**config.mk**
```make
export PLATFORM = sky130hd
export DESIGN_NAME = delimited_frame_field_receiver_top
export DESIGN_NICKNAME = d
export VERILOG_FILES = /design/src/rtl/core/dffr_pkg.sv /design/src/rtl/core/delimited_frame_field_receiver_top.sv /design/src/rtl/core/dffr_front.sv /design/src/rtl/core/dffr_cmd_fifo.sv /design/src/rtl/core/dffr_emit.sv
export SDC_FILE = /design/constraint.sdc
export NUM_CORES = 1
export LEC_CHECK = 0
export CORE_MARGIN = 2
export CORE_UTILIZATION = 57
export CTS_CLUSTER_SIZE = 24
export DETAILED_ROUTE_END_ITERATION = 12
export DONT_BUFFER_PORTS = 1
export PLACE_DENSITY = 0.76
export REMOVE_ABC_BUFFERS = 1
export SYNTH_ARGS = -nofsm -noshare
export SYNTH_HDL_FRONTEND = slang
export SYNTH_SLANG_ARGS = --single-unit
```
**constraint.sdc**
```tcl
create_clock -name clk_i -period 3.3 [get_ports clk_i]
set_input_delay 0.33 -clock clk_i [delete_from_list [all_inputs] [get_ports clk_i]]
set_output_delay 0.33 -clock clk_i [all_outputs]
set_load 0.03 [all_outputs]
```
**src/rtl/core/dffr_pkg.sv**
```systemverilog
`timescale 1ns / 1ps
`default_nettype none

package dffr_pkg;

  // field storage geometry
  localparam int unsigned MaxFields = 16;
  localparam int unsigned FieldIdxW = $clog2(MaxFields);
  localparam int unsigned FieldCntW = $clog2(MaxFields + 1);

  // byte codes
  localparam logic [7:0] FieldSeparator = 8'h3B;
  localparam logic [7:0] DigitZero      = 8'h30;
  localparam logic [7:0] DigitNine      = 8'h39;

  // configuration register indexes
  typedef enum logic [2:0] {
    CFG_HEADER     = 3'd0,
    CFG_FOOTER     = 3'd1,
    CFG_TERMINATOR = 3'd2,
    CFG_CHK_LIMIT  = 3'd3,
    CFG_FIELD_LIM  = 3'd4
  } cfg_idx_e;

  // configuration reset values
  localparam logic [7:0] HeaderRst     = 8'd36;
  localparam logic [7:0] FooterRst     = 8'd42;
  localparam logic [7:0] TerminatorRst = 8'd10;
  localparam logic [3:0] ChkLimitRst   = 4'd3;
  localparam logic [4:0] FieldLimRst   = 5'd16;

  // parser phase
  typedef enum logic [2:0] {
    PH_SEARCH  = 3'b001,
    PH_COLLECT = 3'b010,
    PH_CHECK   = 3'b100
  } phase_e;

  // field store write request from the parser
  typedef struct packed {
    logic                 en;
    logic [FieldIdxW-1:0] addr;
    logic [15:0]          data;
  } store_wr_t;

  // end-of-frame command: error result or a burst of fields
  typedef struct packed {
    logic                 err;
    logic [FieldIdxW-1:0] last_idx;
  } frame_cmd_t;

endpackage

`default_nettype wire

```
**src/rtl/core/delimited_frame_field_receiver_top.sv**
```systemverilog
// Flow: one byte is taken per cycle while in_ready_o is high. A frame's first
// result goes from its terminator through the command FIFO, the sequencer and
// the output register; then one result per cycle while out_ready_i is high.
// No new byte is taken while a frame's results are emitted from the store.
// Reset: asynchronous active low; parser hunts for a header, config registers
// return to defaults, field store contents are undefined until written.
`timescale 1ns / 1ps
`default_nettype none

module delimited_frame_field_receiver_top (
  input  wire logic        clk_i,
  input  wire logic        rst_ni,
  input  wire logic        cfg_valid_i,
  output logic             cfg_ready_o,
  input  wire logic [2:0]  cfg_index_i,
  input  wire logic [7:0]  cfg_data_i,
  input  wire logic        in_valid_i,
  output logic             in_ready_o,
  input  wire logic [7:0]  rx_byte_i,
  output logic             out_valid_o,
  input  wire logic        out_ready_i,
  output logic [15:0]      field_value_o,
  output logic [3:0]       field_index_o,
  output logic             status_o,
  output logic             last_o
);

  dffr_pkg::store_wr_t  store_wr;
  dffr_pkg::frame_cmd_t push_cmd, head_cmd;
  logic cmd_push, cmd_pop, fifo_empty, emit_busy, accept;

  // bytes are held off while a frame burst is pending
  assign in_ready_o  = fifo_empty && !emit_busy;
  assign accept      = in_valid_i && in_ready_o;
  assign cfg_ready_o = 1'b1;

  dffr_front u_front (
    .clk_i       (clk_i),
    .rst_ni      (rst_ni),
    .cfg_valid_i (cfg_valid_i),
    .cfg_index_i (cfg_index_i),
    .cfg_data_i  (cfg_data_i),
    .accept_i    (accept),
    .rx_byte_i   (rx_byte_i),
    .store_wr_o  (store_wr),
    .cmd_push_o  (cmd_push),
    .cmd_o       (push_cmd)
  );

  dffr_cmd_fifo u_cmd_fifo (
    .clk_i      (clk_i),
    .rst_ni     (rst_ni),
    .push_i     (cmd_push),
    .push_cmd_i (push_cmd),
    .pop_i      (cmd_pop),
    .empty_o    (fifo_empty),
    .head_o     (head_cmd)
  );

  dffr_emit u_emit (
    .clk_i         (clk_i),
    .rst_ni        (rst_ni),
    .store_wr_i    (store_wr),
    .cmd_avail_i   (!fifo_empty),
    .cmd_i         (head_cmd),
    .cmd_pop_o     (cmd_pop),
    .busy_o        (emit_busy),
    .out_valid_o   (out_valid_o),
    .out_ready_i   (out_ready_i),
    .field_value_o (field_value_o),
    .field_index_o (field_index_o),
    .status_o      (status_o),
    .last_o        (last_o)
  );

endmodule

`default_nettype wire

```
**src/rtl/core/dffr_front.sv**
```systemverilog
`timescale 1ns / 1ps
`default_nettype none

module dffr_front (
  input  wire logic                  clk_i,
  input  wire logic                  rst_ni,
  input  wire logic                  cfg_valid_i,
  input  wire logic [2:0]            cfg_index_i,
  input  wire logic [7:0]            cfg_data_i,
  input  wire logic                  accept_i,
  input  wire logic [7:0]            rx_byte_i,
  output dffr_pkg::store_wr_t        store_wr_o,
  output logic                       cmd_push_o,
  output dffr_pkg::frame_cmd_t       cmd_o
);

  logic [7:0] header_q, footer_q, term_q;
  logic [3:0] chk_limit_q;
  logic [4:0] field_lim_q;

  dffr_pkg::phase_e phase_q, phase_d;
  logic [dffr_pkg::FieldCntW-1:0] fcount_q, fcount_d;
  logic [15:0] acc_q, acc_d;
  logic        closed_q, closed_d;
  logic [7:0]  xor_q, xor_d;
  logic [7:0]  rcv_q, rcv_d;
  logic [3:0]  cbc_q, cbc_d;

  logic        is_digit;
  logic [3:0]  digit;
  logic [4:0]  next_cbc;
  logic [dffr_pkg::FieldCntW-1:0] lim_clamped, emit_cnt;
  logic [15:0] acc_times_ten;
  logic [7:0]  rcv_times_ten;

  // configuration registers
  always_ff @(posedge clk_i or negedge rst_ni) begin
    if (!rst_ni) begin
      header_q    <= dffr_pkg::HeaderRst;
      footer_q    <= dffr_pkg::FooterRst;
      term_q      <= dffr_pkg::TerminatorRst;
      chk_limit_q <= dffr_pkg::ChkLimitRst;
      field_lim_q <= dffr_pkg::FieldLimRst;
    end else if (cfg_valid_i) begin
      case (cfg_index_i)
        dffr_pkg::CFG_HEADER:     header_q    <= cfg_data_i;
        dffr_pkg::CFG_FOOTER:     footer_q    <= cfg_data_i;
        dffr_pkg::CFG_TERMINATOR: term_q      <= cfg_data_i;
        dffr_pkg::CFG_CHK_LIMIT:  chk_limit_q <= cfg_data_i[3:0];
        dffr_pkg::CFG_FIELD_LIM:  field_lim_q <= cfg_data_i[4:0];
        default: ;
      endcase
    end
  end

  // byte classification and decimal accumulate
  assign is_digit      = (rx_byte_i >= dffr_pkg::DigitZero) && (rx_byte_i <= dffr_pkg::DigitNine);
  assign digit         = is_digit ? rx_byte_i[3:0] : 4'd0;
  assign acc_times_ten = (acc_q << 3) + (acc_q << 1) + {12'd0, digit};
  assign rcv_times_ten = (rcv_q << 3) + (rcv_q << 1) + {4'd0, digit};
  assign next_cbc      = {1'b0, cbc_q} + 5'd1;

  // number of fields to emit, limit clamped to 1..MaxFields
  always_comb begin
    if (field_lim_q == 5'd0) begin
      lim_clamped = dffr_pkg::FieldCntW'(1);
    end else if (dffr_pkg::FieldCntW'(field_lim_q) > dffr_pkg::FieldCntW'(dffr_pkg::MaxFields)) begin
      lim_clamped = dffr_pkg::FieldCntW'(dffr_pkg::MaxFields);
    end else begin
      lim_clamped = dffr_pkg::FieldCntW'(field_lim_q);
    end
    emit_cnt = (fcount_q < lim_clamped) ? fcount_q : lim_clamped;
  end

  // parser next state
  always_comb begin
    phase_d    = phase_q;
    fcount_d   = fcount_q;
    acc_d      = acc_q;
    closed_d   = closed_q;
    xor_d      = xor_q;
    rcv_d      = rcv_q;
    cbc_d      = cbc_q;
    store_wr_o = '0;
    cmd_push_o = 1'b0;
    cmd_o      = '0;

    unique case (phase_q)
      dffr_pkg::PH_COLLECT: begin
        if (rx_byte_i == footer_q || rx_byte_i != header_q) begin
          xor_d = xor_q ^ rx_byte_i;
        end
        if (rx_byte_i == footer_q || (rx_byte_i != header_q
                                      && rx_byte_i == dffr_pkg::FieldSeparator)) begin
          // close the current field
          if (fcount_q < dffr_pkg::FieldCntW'(dffr_pkg::MaxFields)) begin
            store_wr_o.en   = 1'b1;
            store_wr_o.addr = fcount_q[dffr_pkg::FieldIdxW-1:0];
            store_wr_o.data = acc_q;
            fcount_d        = fcount_q + dffr_pkg::FieldCntW'(1);
          end
          acc_d    = '0;
          closed_d = 1'b0;
          if (rx_byte_i == footer_q) begin
            phase_d = dffr_pkg::PH_CHECK;
            rcv_d   = '0;
            cbc_d   = '0;
          end
        end else if (rx_byte_i == header_q) begin
          phase_d  = dffr_pkg::PH_COLLECT;
          xor_d    = rx_byte_i;
          fcount_d = '0;
          acc_d    = '0;
          closed_d = 1'b0;
          rcv_d    = '0;
          cbc_d    = '0;
        end else if (is_digit && !closed_q) begin
          acc_d = acc_times_ten;
        end else begin
          closed_d = 1'b1;
        end
      end
      dffr_pkg::PH_CHECK: begin
        if (rx_byte_i == term_q) begin
          // frame complete: error result or field burst
          cmd_o.err      = (rcv_q != xor_q);
          cmd_o.last_idx = dffr_pkg::FieldIdxW'(emit_cnt - dffr_pkg::FieldCntW'(1));
          cmd_push_o     = (rcv_q != xor_q) || (emit_cnt != '0);
          phase_d        = dffr_pkg::PH_SEARCH;
          cbc_d          = '0;
        end else if (next_cbc > {1'b0, chk_limit_q}) begin
          phase_d = dffr_pkg::PH_SEARCH;
          cbc_d   = '0;
        end else if (rx_byte_i == header_q) begin
          phase_d  = dffr_pkg::PH_COLLECT;
          xor_d    = rx_byte_i;
          fcount_d = '0;
          acc_d    = '0;
          closed_d = 1'b0;
          rcv_d    = '0;
          cbc_d    = '0;
        end else begin
          cbc_d = next_cbc[3:0];
          if (is_digit && !closed_q) begin
            rcv_d = rcv_times_ten;
          end else begin
            closed_d = 1'b1;
          end
        end
      end
      default: begin
        // searching, and any stray code acts as searching
        if (rx_byte_i == header_q) begin
          phase_d  = dffr_pkg::PH_COLLECT;
          xor_d    = rx_byte_i;
          fcount_d = '0;
          acc_d    = '0;
          closed_d = 1'b0;
          rcv_d    = '0;
          cbc_d    = '0;
        end else begin
          phase_d = dffr_pkg::PH_SEARCH;
        end
      end
    endcase

    if (!accept_i) begin
      store_wr_o.en = 1'b0;
      cmd_push_o    = 1'b0;
    end
  end

  // parser state registers
  always_ff @(posedge clk_i or negedge rst_ni) begin
    if (!rst_ni) begin
      phase_q  <= dffr_pkg::PH_SEARCH;
      fcount_q <= '0;
      acc_q    <= '0;
      closed_q <= 1'b0;
      xor_q    <= '0;
      rcv_q    <= '0;
      cbc_q    <= '0;
    end else if (accept_i) begin
      phase_q  <= phase_d;
      fcount_q <= fcount_d;
      acc_q    <= acc_d;
      closed_q <= closed_d;
      xor_q    <= xor_d;
      rcv_q    <= rcv_d;
      cbc_q    <= cbc_d;
    end
  end

endmodule

`default_nettype wire

```
**src/rtl/core/dffr_cmd_fifo.sv**
```systemverilog
`timescale 1ns / 1ps
`default_nettype none

module dffr_cmd_fifo (
  input  wire logic                 clk_i,
  input  wire logic                 rst_ni,
  input  wire logic                 push_i,
  input  wire dffr_pkg::frame_cmd_t push_cmd_i,
  input  wire logic                 pop_i,
  output logic                      empty_o,
  output dffr_pkg::frame_cmd_t      head_o
);

  dffr_pkg::frame_cmd_t entry_q [2];
  logic       wr_ptr_q, rd_ptr_q;
  logic [1:0] count_q;

  // entry storage
  always_ff @(posedge clk_i) begin
    if (push_i) begin
      entry_q[wr_ptr_q] <= push_cmd_i;
    end
  end

  // pointers and fill count
  always_ff @(posedge clk_i or negedge rst_ni) begin
    if (!rst_ni) begin
      wr_ptr_q <= 1'b0;
      rd_ptr_q <= 1'b0;
      count_q  <= '0;
    end else begin
      if (push_i) begin
        wr_ptr_q <= ~wr_ptr_q;
      end
      if (pop_i) begin
        rd_ptr_q <= ~rd_ptr_q;
      end
      if (push_i && !pop_i) begin
        count_q <= count_q + 2'd1;
      end else if (pop_i && !push_i) begin
        count_q <= count_q - 2'd1;
      end
    end
  end

  assign empty_o = (count_q == 2'd0);
  assign head_o  = entry_q[rd_ptr_q];

endmodule

`default_nettype wire

```
**src/rtl/core/dffr_emit.sv**
```systemverilog
`timescale 1ns / 1ps
`default_nettype none

module dffr_emit (
  input  wire logic                 clk_i,
  input  wire logic                 rst_ni,
  input  wire dffr_pkg::store_wr_t  store_wr_i,
  input  wire logic                 cmd_avail_i,
  input  wire dffr_pkg::frame_cmd_t cmd_i,
  output logic                      cmd_pop_o,
  output logic                      busy_o,
  output logic                      out_valid_o,
  input  wire logic                 out_ready_i,
  output logic [15:0]               field_value_o,
  output logic [3:0]                field_index_o,
  output logic                      status_o,
  output logic                      last_o
);

  logic [15:0] store_q [dffr_pkg::MaxFields];

  logic                          active_q;
  logic                          err_q;
  logic [dffr_pkg::FieldIdxW-1:0] idx_q, last_idx_q;
  logic                          out_valid_q;
  logic                          load;
  logic                          is_last;

  // field store, written by the parser
  always_ff @(posedge clk_i) begin
    if (store_wr_i.en) begin
      store_q[store_wr_i.addr] <= store_wr_i.data;
    end
  end

  assign cmd_pop_o = cmd_avail_i && !active_q;
  assign load      = active_q && (!out_valid_q || out_ready_i);
  assign is_last   = err_q || (idx_q == last_idx_q);
  assign busy_o    = active_q;

  // burst sequencer
  always_ff @(posedge clk_i or negedge rst_ni) begin
    if (!rst_ni) begin
      active_q    <= 1'b0;
      err_q       <= 1'b0;
      idx_q       <= '0;
      last_idx_q  <= '0;
      out_valid_q <= 1'b0;
    end else begin
      if (cmd_pop_o) begin
        active_q   <= 1'b1;
        err_q      <= cmd_i.err;
        idx_q      <= '0;
        last_idx_q <= cmd_i.last_idx;
      end else if (load) begin
        if (is_last) begin
          active_q <= 1'b0;
        end else begin
          idx_q <= idx_q + dffr_pkg::FieldIdxW'(1);
        end
      end
      if (load) begin
        out_valid_q <= 1'b1;
      end else if (out_ready_i) begin
        out_valid_q <= 1'b0;
      end
    end
  end

  // output register, registered store read
  always_ff @(posedge clk_i) begin
    if (load) begin
      field_value_o <= err_q ? 16'd0 : store_q[idx_q];
      field_index_o <= err_q ? 4'd0 : 4'(idx_q);
      status_o      <= err_q;
      last_o        <= is_last;
    end
  end

  assign out_valid_o = out_valid_q;

endmodule

`default_nettype wire
```
; ---- Word level (Yosys, flattened, before mapping)
; Memory sizes are Yosys's and may differ from the RTL's. A register that Yosys moved wholly into a read port is not among the register bits.
; Index checks and enable logic that the tools add are counted.
[word_totals]
register_bits = 94
latch_bits = 0
ram_bits = 266
mem_bits_ro = 0
out_inout_bits = 25
word_cells = 181
mem_count = 2
[classes]
addsub = 10
n_mul = 0
n_div = 0
n_lt_le_gt_ge = 6
n_eq_ne = 20
shifts = 0
muxes = 76
bitwise = 3
reduce_logical = 43
[mem_list]
columns = memory, depth, word_bits, read_ports, rd_ports_with_merged_regs, write_ports, line
row1 = u_emit.store_q, 16, 16, 1, 1, 1, dffr_emit.sv:20  ; logic [15:0] store_q [dffr_pkg::MaxFields];
row2 = u_cmd_fifo.entry_q, 2, 5, 1, 1, 1, dffr_cmd_fifo.sv:14  ; dffr_pkg::frame_cmd_t entry_q [2];
[ops]
columns = operator, count
row1 = $mux W8, 13
row2 = $mux W16, 6
row3 = $mux W21, 3
row4 = $mux W5, 10
row5 = $mux W4, 10
row6 = $pmux W16 S2, 1
row7 = $pmux W8 S2, 2
row8 = $eq A8 B8 Y1, 3
row9 = $mux W1, 19
row10 = $add A16 B16 Y16, 1
row11 = $add A16 B4 Y16, 1
row12 = $ne A8 B8 Y1, 2
row13 = $reduce_and A2 Y1, 8
row14 = $mux W3, 5
row15 = $reduce_and A4 Y1, 3
row16 = $pmux W5 S2, 1
row17 = $eq A3 B2 Y1 const B, 3
row18 = $logic_and A1 B1 Y1, 9
row19 = $add A8 B4 Y8, 1
row20 = $add A8 B8 Y8, 1
row21 = $eq A8 B6 Y1 const B, 1
row22 = $ge A8 B6 Y1 const B, 1
row23 = $le A8 B6 Y1 const B, 1
row24 = $pmux W4 S2, 1
row25 = 33 further kinds, 52

; ---- Logic depth before layout (Yosys ltp)
[depth]
ltp_word = 14
mapped_depth = 15
ltp_nobuf = 15

; ---- Modules after synthesis
; A second synthesis with hierarchy kept.
[hier_totals]
cells_unflattened = 1114
area_unflattened_um2 = 17152.7
[modules_own_cells]
columns = module, n_inst, cells_each, area_per_inst_um2, seq_area_each_um2
row1 = dffr_emit, 1, 561, 11080.6, 8623.3
row2 = dffr_front, 1, 517, 5500.3, 1965.6
row3 = dffr_cmd_fifo, 1, 31, 541.8, 400.4
row4 = delimited_frame_field_receiver_top, 1, 5, 30.0, 0.0

; ---- Worst setup path after synthesis
; Ideal clock, no wire load.
[synth_timing]
kind = in2reg
start = in rx_byte_i[6]
end = mem u_emit.store_q[10][0] (enable)
t_arrival_ns = 3.188
required_ns = 2.870
path_slack_ns = -0.318
cell_stages = 7
n_path_buf = 1
cell_sequence = buf_2 -> and4bb_2 -> nand4_1 -> a21o_2 -> a21oi_4 -> nand2_1 -> nor4_1
[synth_between]
elab_chain_len = 8
word_cells_on_any_way = 10
cone_classes = 3 x eq/ne / 5 x mux / 2 x reduce/logical
[synth_rtl]
columns = element, line
row1 = "start, declared", delimited_frame_field_receiver_top.sv:19  ; input wire logic [7:0] rx_byte_i,
row2 = $ne A8 B8 Y1 or $eq A8 B6 Y1 (tied branches), "dffr_front.sv:93, dffr_front.sv:94"
row3 = $logic_and A1 B1 Y1, dffr_front.sv:94  ; && rx_byte_i == dffr_pkg::FieldSeparator)) begin
row4 = $logic_or A1 B1 Y1 *, dffr_front.sv:93  ; if (rx_byte_i == footer_q || (rx_byte_i != header_q
row5 = $mux W21 *, dffr_front.sv:93
row6 = $mux W21 *, dffr_front.sv:88  ; unique case (phase_q)
row7 = $mux W1, dffr_front.sv:167  ; if (!accept_i) begin
row8 = $mux W1, dffr_emit.sv:31  ; if (store_wr_i.en) begin
row9 = $mux W1 (not written as such), dffr_emit.sv:32  ; store_q[store_wr_i.addr] <= store_wr_i.data;
row10 = "end, declared", dffr_emit.sv:20
; Mark *: on every way between the ends. The rest lies on a longest branch, timed or not.

; ---- Final worst setup path
[layout_timing]
start = reg u_front.field_lim_q[4]
end = reg u_cmd_fifo.count_q[1]
[layout_between]
elab_chain_len = 13
word_cells_on_any_way = 16
cone_classes = 2 x order compare / 7 x mux / 7 x reduce/logical
[layout_rtl]
columns = element, line
row1 = "start, declared", dffr_front.sv:19  ; logic [4:0] field_lim_q;
row2 = "start signal, assigned", dffr_front.sv:43  ; field_lim_q <= dffr_pkg::FieldLimRst;
row3 = "start signal, assigned", dffr_front.sv:50  ; dffr_pkg::CFG_FIELD_LIM: field_lim_q <= cfg_data_i[4:0];
row4 = $gt A5 B5 Y1, dffr_front.sv:67  ; end else if (dffr_pkg::FieldCntW'(field_lim_q) > dffr_pkg::FieldCntW'(dffr_pkg::MaxFields)) begin
row5 = $mux W5, dffr_front.sv:67
row6 = $mux W5 *, dffr_front.sv:65  ; if (field_lim_q == 5'd0) begin
row7 = $lt A5 B5 Y1, dffr_front.sv:72  ; emit_cnt = (fcount_q < lim_clamped) ? fcount_q : lim_clamped;
row8 = $mux W5 *, dffr_front.sv:72
row9 = $reduce_bool A5 Y1 *, dffr_front.sv:128  ; cmd_push_o = (rcv_q != xor_q) || (emit_cnt != '0);
row10 = $logic_or A1 B1 Y1 *, dffr_front.sv:128
row11 = $mux W1 *, dffr_front.sv:124  ; if (rx_byte_i == term_q) begin
row12 = $mux W1 *, dffr_front.sv:88
row13 = $mux W1 *, dffr_front.sv:167
row14 = $logic_not A1 Y1, dffr_cmd_fifo.sv:40  ; end else if (pop_i && !push_i) begin
row15 = $logic_and A1 B1 Y1, dffr_cmd_fifo.sv:40
row16 = $reduce_bool A2 Y1 (no source line), n/a
row17 = "end signal, assigned", dffr_cmd_fifo.sv:39  ; count_q <= count_q + 2'd1;
row18 = "end signal, assigned", dffr_cmd_fifo.sv:41  ; count_q <= count_q - 2'd1;
row19 = "end, declared", dffr_cmd_fifo.sv:16  ; logic [1:0] count_q;
; Marked as above.
; A chain may end at the register's enable or synchronous reset.

==> results.md <==
- Share of layout cells above drive strength 1: 0.2292
- Max Slew Vio Count: 0
- Mapped Cells: 1038
- P_int: 8.774 mW
- Leak: 6.558 nW
- Max stage delay on crit path: 0.56 ns
- Setup WS post-layout: 0.1050 ns
- WHS Path Cells: 2
- Fillers: 1962
- Later-pin clock latency in the skew report: 0.53 ns
- Initial core utilization: 0.5781
- Die Footprint: around 31000 um^2
- Buf+Inv Stages, Crit Path: 4
- Final Non-Filler Cells: 1507
- Placed Area: 17660 um^2
- Crit Path Category: flip-flop to flip-flop
- Vias after detailed routing: 9242
- Drt via density: around 6
- First-pass GRT wire length: about 54 mm
- Placed insts: approximately 1400
- Max FO, Critical Path: 8
- Worst slew pin tran: ~1.2 ns
- Setup crit start kind: flip-flop
- Port bufs: 0
- Largest net degree at the start of global routing: 94
- Final HPWL DP: 20.77 mm
- Most frequent cells in the layout: edfxtp_1, mux4_2, dfrtp_1
- Setup crit end kind: flip-flop
- Gr ovfl total: 0
- Relative slew margins: 0.2017
- Die Span X: ~180 um
- Clock sinks: 381
- CTS tree: built
- Fin. Hold Viols: 0
- Most common cell after layout, fill and taps aside: edfxtp_1
- CP arrival: 3.60 ns
- Pwr dens: 624.2 nW/um^2
- Final instance area: 19110 um^2
- Pre-antenna DRT Iters: 8
- Met3 Routed Length: approximately 1.9 mm
- Wire length on met2: 17.55 mm
- Cell Rows: 63
- TNS Setup: 0 ns
- ANT cells: 0
- Die Height: roughly 180 um
- Area added between synthesis and finish: 11.84%
- Initial antenna violation count: 0
- Slowest library cell on the worst path: dfstp_2
- Drt drc: 0
- Reg power frac: 0.500
- DRT Wirelength: 34.71 mm
- Worst EP required: 3.70 ns
- VDD IR-drop max: 0.3741 mV
- DR top layer: met4
- Finish-stage setup viols: 0
- R2R setup slack: 0.10 ns
- Clock Tree Buf Depth: 3
- Post-synth EDFFs: about 290
- Max Cap Viol: 0
- Total Power: roughly 12 mW
- Reg-to-Reg End: u_cmd_fifo.count_q[1]$_DFFE_PN0P_
- I/O Pins: 49
- GR Util All Layers: 0.2277
- Worst Hold Path EP: u_front.xor_q[2]$_DFFE_PN0P_
- Routed metal-1 wirelength: 14.52 mm
- Reg2Reg Depth: 15
- Fin crit share: 0.9682
- Vias in the first global route: 9351
- Top FF cell, synth: edfxtp_1
- Tmin final: 3.195 ns
- Yosys reg bits: 381
- Crit path max-delay family: compound AO/OA/AOI/OAI gates
- Clock power frac: 0.338
- Htree depth: 2
- CP Cell Sequence: inv_4 -> nand2_2 -> ha_4 -> o211ai_1 -> o211ai_1 -> o41ai_4 -> buf_4 -> buf_4 -> mux2_2 -> a311o_1 -> inv_1 -> ha_2 -> xor2_1 -> nor2_1 -> xor2_1
- Sw power: 3.156 mW
- Place WS: -0.005356 ns
- Switch share: 0.2645
- Synth async-reset ratio: 0.2441
- Worst hold start: rx_byte_i[2]
- Worst min path class: input pin to flip-flop
- Avg Inst Size Synth: 16.46 um^2
- Core area: 29560 um^2
- Clock root cell: clkbuf_16
- RD Place Congestion: 0.8103
- DRT antenna net count: 0
- R2R Path Start: u_front.field_lim_q[4]$_DFFE_PN1P_
- TritonCTS buffer count: 38
- Yosys warning total: 0
- Sequential-to-total area share from yosys stat: 0.6431
- Final Util: 0.6466
- Wirelength per Cell: 23.03 um
- Netlist cell types: 78
- Worst-path clk slew: 0.06 ns
- Mapped cell area: 17090 um^2
- Layout Nets: 1166
- Min Hold Slack: between 0.03 and 0.04 ns
- F_max: between 300 and 400 MHz
- Outcome: complete, no violations
- Skew final: between 0.015 and 0.02 ns
- Part of the power in combinational logic: 0.162
- Number of DRC markers in iteration 0: 765
worst max-delay path by stage:
| stage | end | startpoint | depth (start not counted) |
|---|---|---|---|
| floorplan | u_emit.field_value_o[0]$_SDFFCE_PP0P_ | u_emit.idx_q[0]$_DFFE_PN0P_ | 3 |
| global placement | u_front.acc_q[14]$_DFFE_PN0P_ | rx_byte_i[7] | 12 |
| detailed placement | u_front.acc_q[14]$_DFFE_PN0P_ | rx_byte_i[7] | 12 |
| CTS | u_cmd_fifo.count_q[1]$_DFFE_PN0P_ | u_front.field_lim_q[4]$_DFFE_PN1P_ | 15 |
| global route | u_cmd_fifo.count_q[1]$_DFFE_PN0P_ | u_front.field_lim_q[4]$_DFFE_PN1P_ | 15 |
| finish | u_cmd_fifo.count_q[1]$_DFFE_PN0P_ | u_front.field_lim_q[4]$_DFFE_PN1P_ | 15 |
Yosys cell counts (9+ instances only):
| library cell | count | area share |
|---|---|---|
| dfstp_2 | 11 | 0.017 |
| ha_1 | 51 | 0.037 |
| a21oi_1 | 25 | 0.0073 |
| nor3_1 | 14 | 0.0041 |
| inv_1 | 17 | 0.0037 |
| nor2b_1 | 26 | 0.0095 |
| mux4_2 | 80 | 0.11 |
| nand3_1 | 12 | 0.0035 |
| o21ai_0 | 23 | 0.0067 |
| buf_2 | 16 | 0.0047 |
| mux2_2 | 34 | 0.022 |
| edfxtp_1 | 288 | 0.51 |
| nand2_1 | 32 | 0.0070 |
| dfrtp_1 | 82 | 0.12 |
| clkbuf_1 | 17 | 0.0037 |
| a22o_1 | 23 | 0.012 |
| xor2_1 | 26 | 0.013 |
| nor2_1 | 48 | 0.011 |
| xnor2_1 | 42 | 0.022 |
| and2_1 | 22 | 0.0081 |
| nand4_1 | 9 | 0.0033 |
| a21o_1 | 9 | 0.0040 |
sequential cells by signal (all words and copies together), names as in the netlist, 2 cells and up:
signal                flops
u_front.footer_q          8
u_emit.store_q          256
u_front.term_q            8
u_front.phase_q           3
u_front.xor_q             8
u_cmd_fifo.entry_q       10
u_front.cbc_q             4
u_front.acc_q            16
u_front.field_lim_q       5
u_front.rcv_q             8
u_front.chk_limit_q       4
u_cmd_fifo.count_q        2
u_emit.field_index_o      4
u_front.header_q          8
u_front.fcount_q          5
u_emit.idx_q              4
u_emit.last_idx_q         4
u_emit.field_value_o     16
kinds of logic (layout without fill, tap and decap cells):
family	count (synthesis)	after routing	share of synthesized area
adder cells (fa/ha/maj)	53	53	0.03968
XOR/XNOR	68	68	0.03485
buffers and inverters	67	146	0.01918
flip-flops	381	381	0.6431
multiplexers	122	122	0.1325
AO/OA/AOI/OAI	140	140	0.06180
other	1	1	0.0002194
AND/OR/NAND/NOR	206	206	0.06868
final cells by class:
type	instances	area (um^2)	area share
sequential	381	10990	0.5753
multi-input combinational	590	5851	0.3061
clock buffer	51	1041	0.05447
timing repair buffer	60	540.5	0.02828
tap	390	488.0	0.02553
clock inverter	17	127.6	0.006678
inverter	18	70.07	0.003666
worst register-to-register path, stage by stage (launching register included):
cell and delay (ns):
dfstp_2 0.56, inv_4 0.07, nand2_2 0.08, ha_4 0.20, o211ai_1 0.07, o211ai_1 0.17, o41ai_4 0.30, buf_4 0.18
buf_4 0.12, mux2_2 0.34, a311o_1 0.33, inv_1 0.09, ha_2 0.18, xor2_1 0.17, nor2_1 0.09, xor2_1 0.15
per-layer routing:
metal / GRT usage / up-vias
li1: - / 4153
met1: 0.3135 / 4706
met2: 0.3802 / 318
met3: 0.03694 / 65
met4: 0.06302 / 0
met5: 0 / -
power groups by stage:
stage / Combinational, mW / Clock [mW] / Sequential, mW
6_report: 1.93 / 4.03 / 5.97
5_1_grt: 2.11 / 4.28 / 6.01
4_1_cts: 1.92 / 4.11 / 5.97
3_5_place_dp: 1.85 / 0 / 6.07
3_3_place_gp: 1.82 / 0 / 6.06
2_1_floorplan: 1.20 / 0 / 6.26
timing repair:
item                                   in CTS  in global routing
buffers inserted                            0                  4
hold buffers                               19                  0
setup endpoints to repair                   0                 11
resized for setup                           0                  9
endpoints found under the hold margin     137                  0
(Power assumes the default switching activity.)
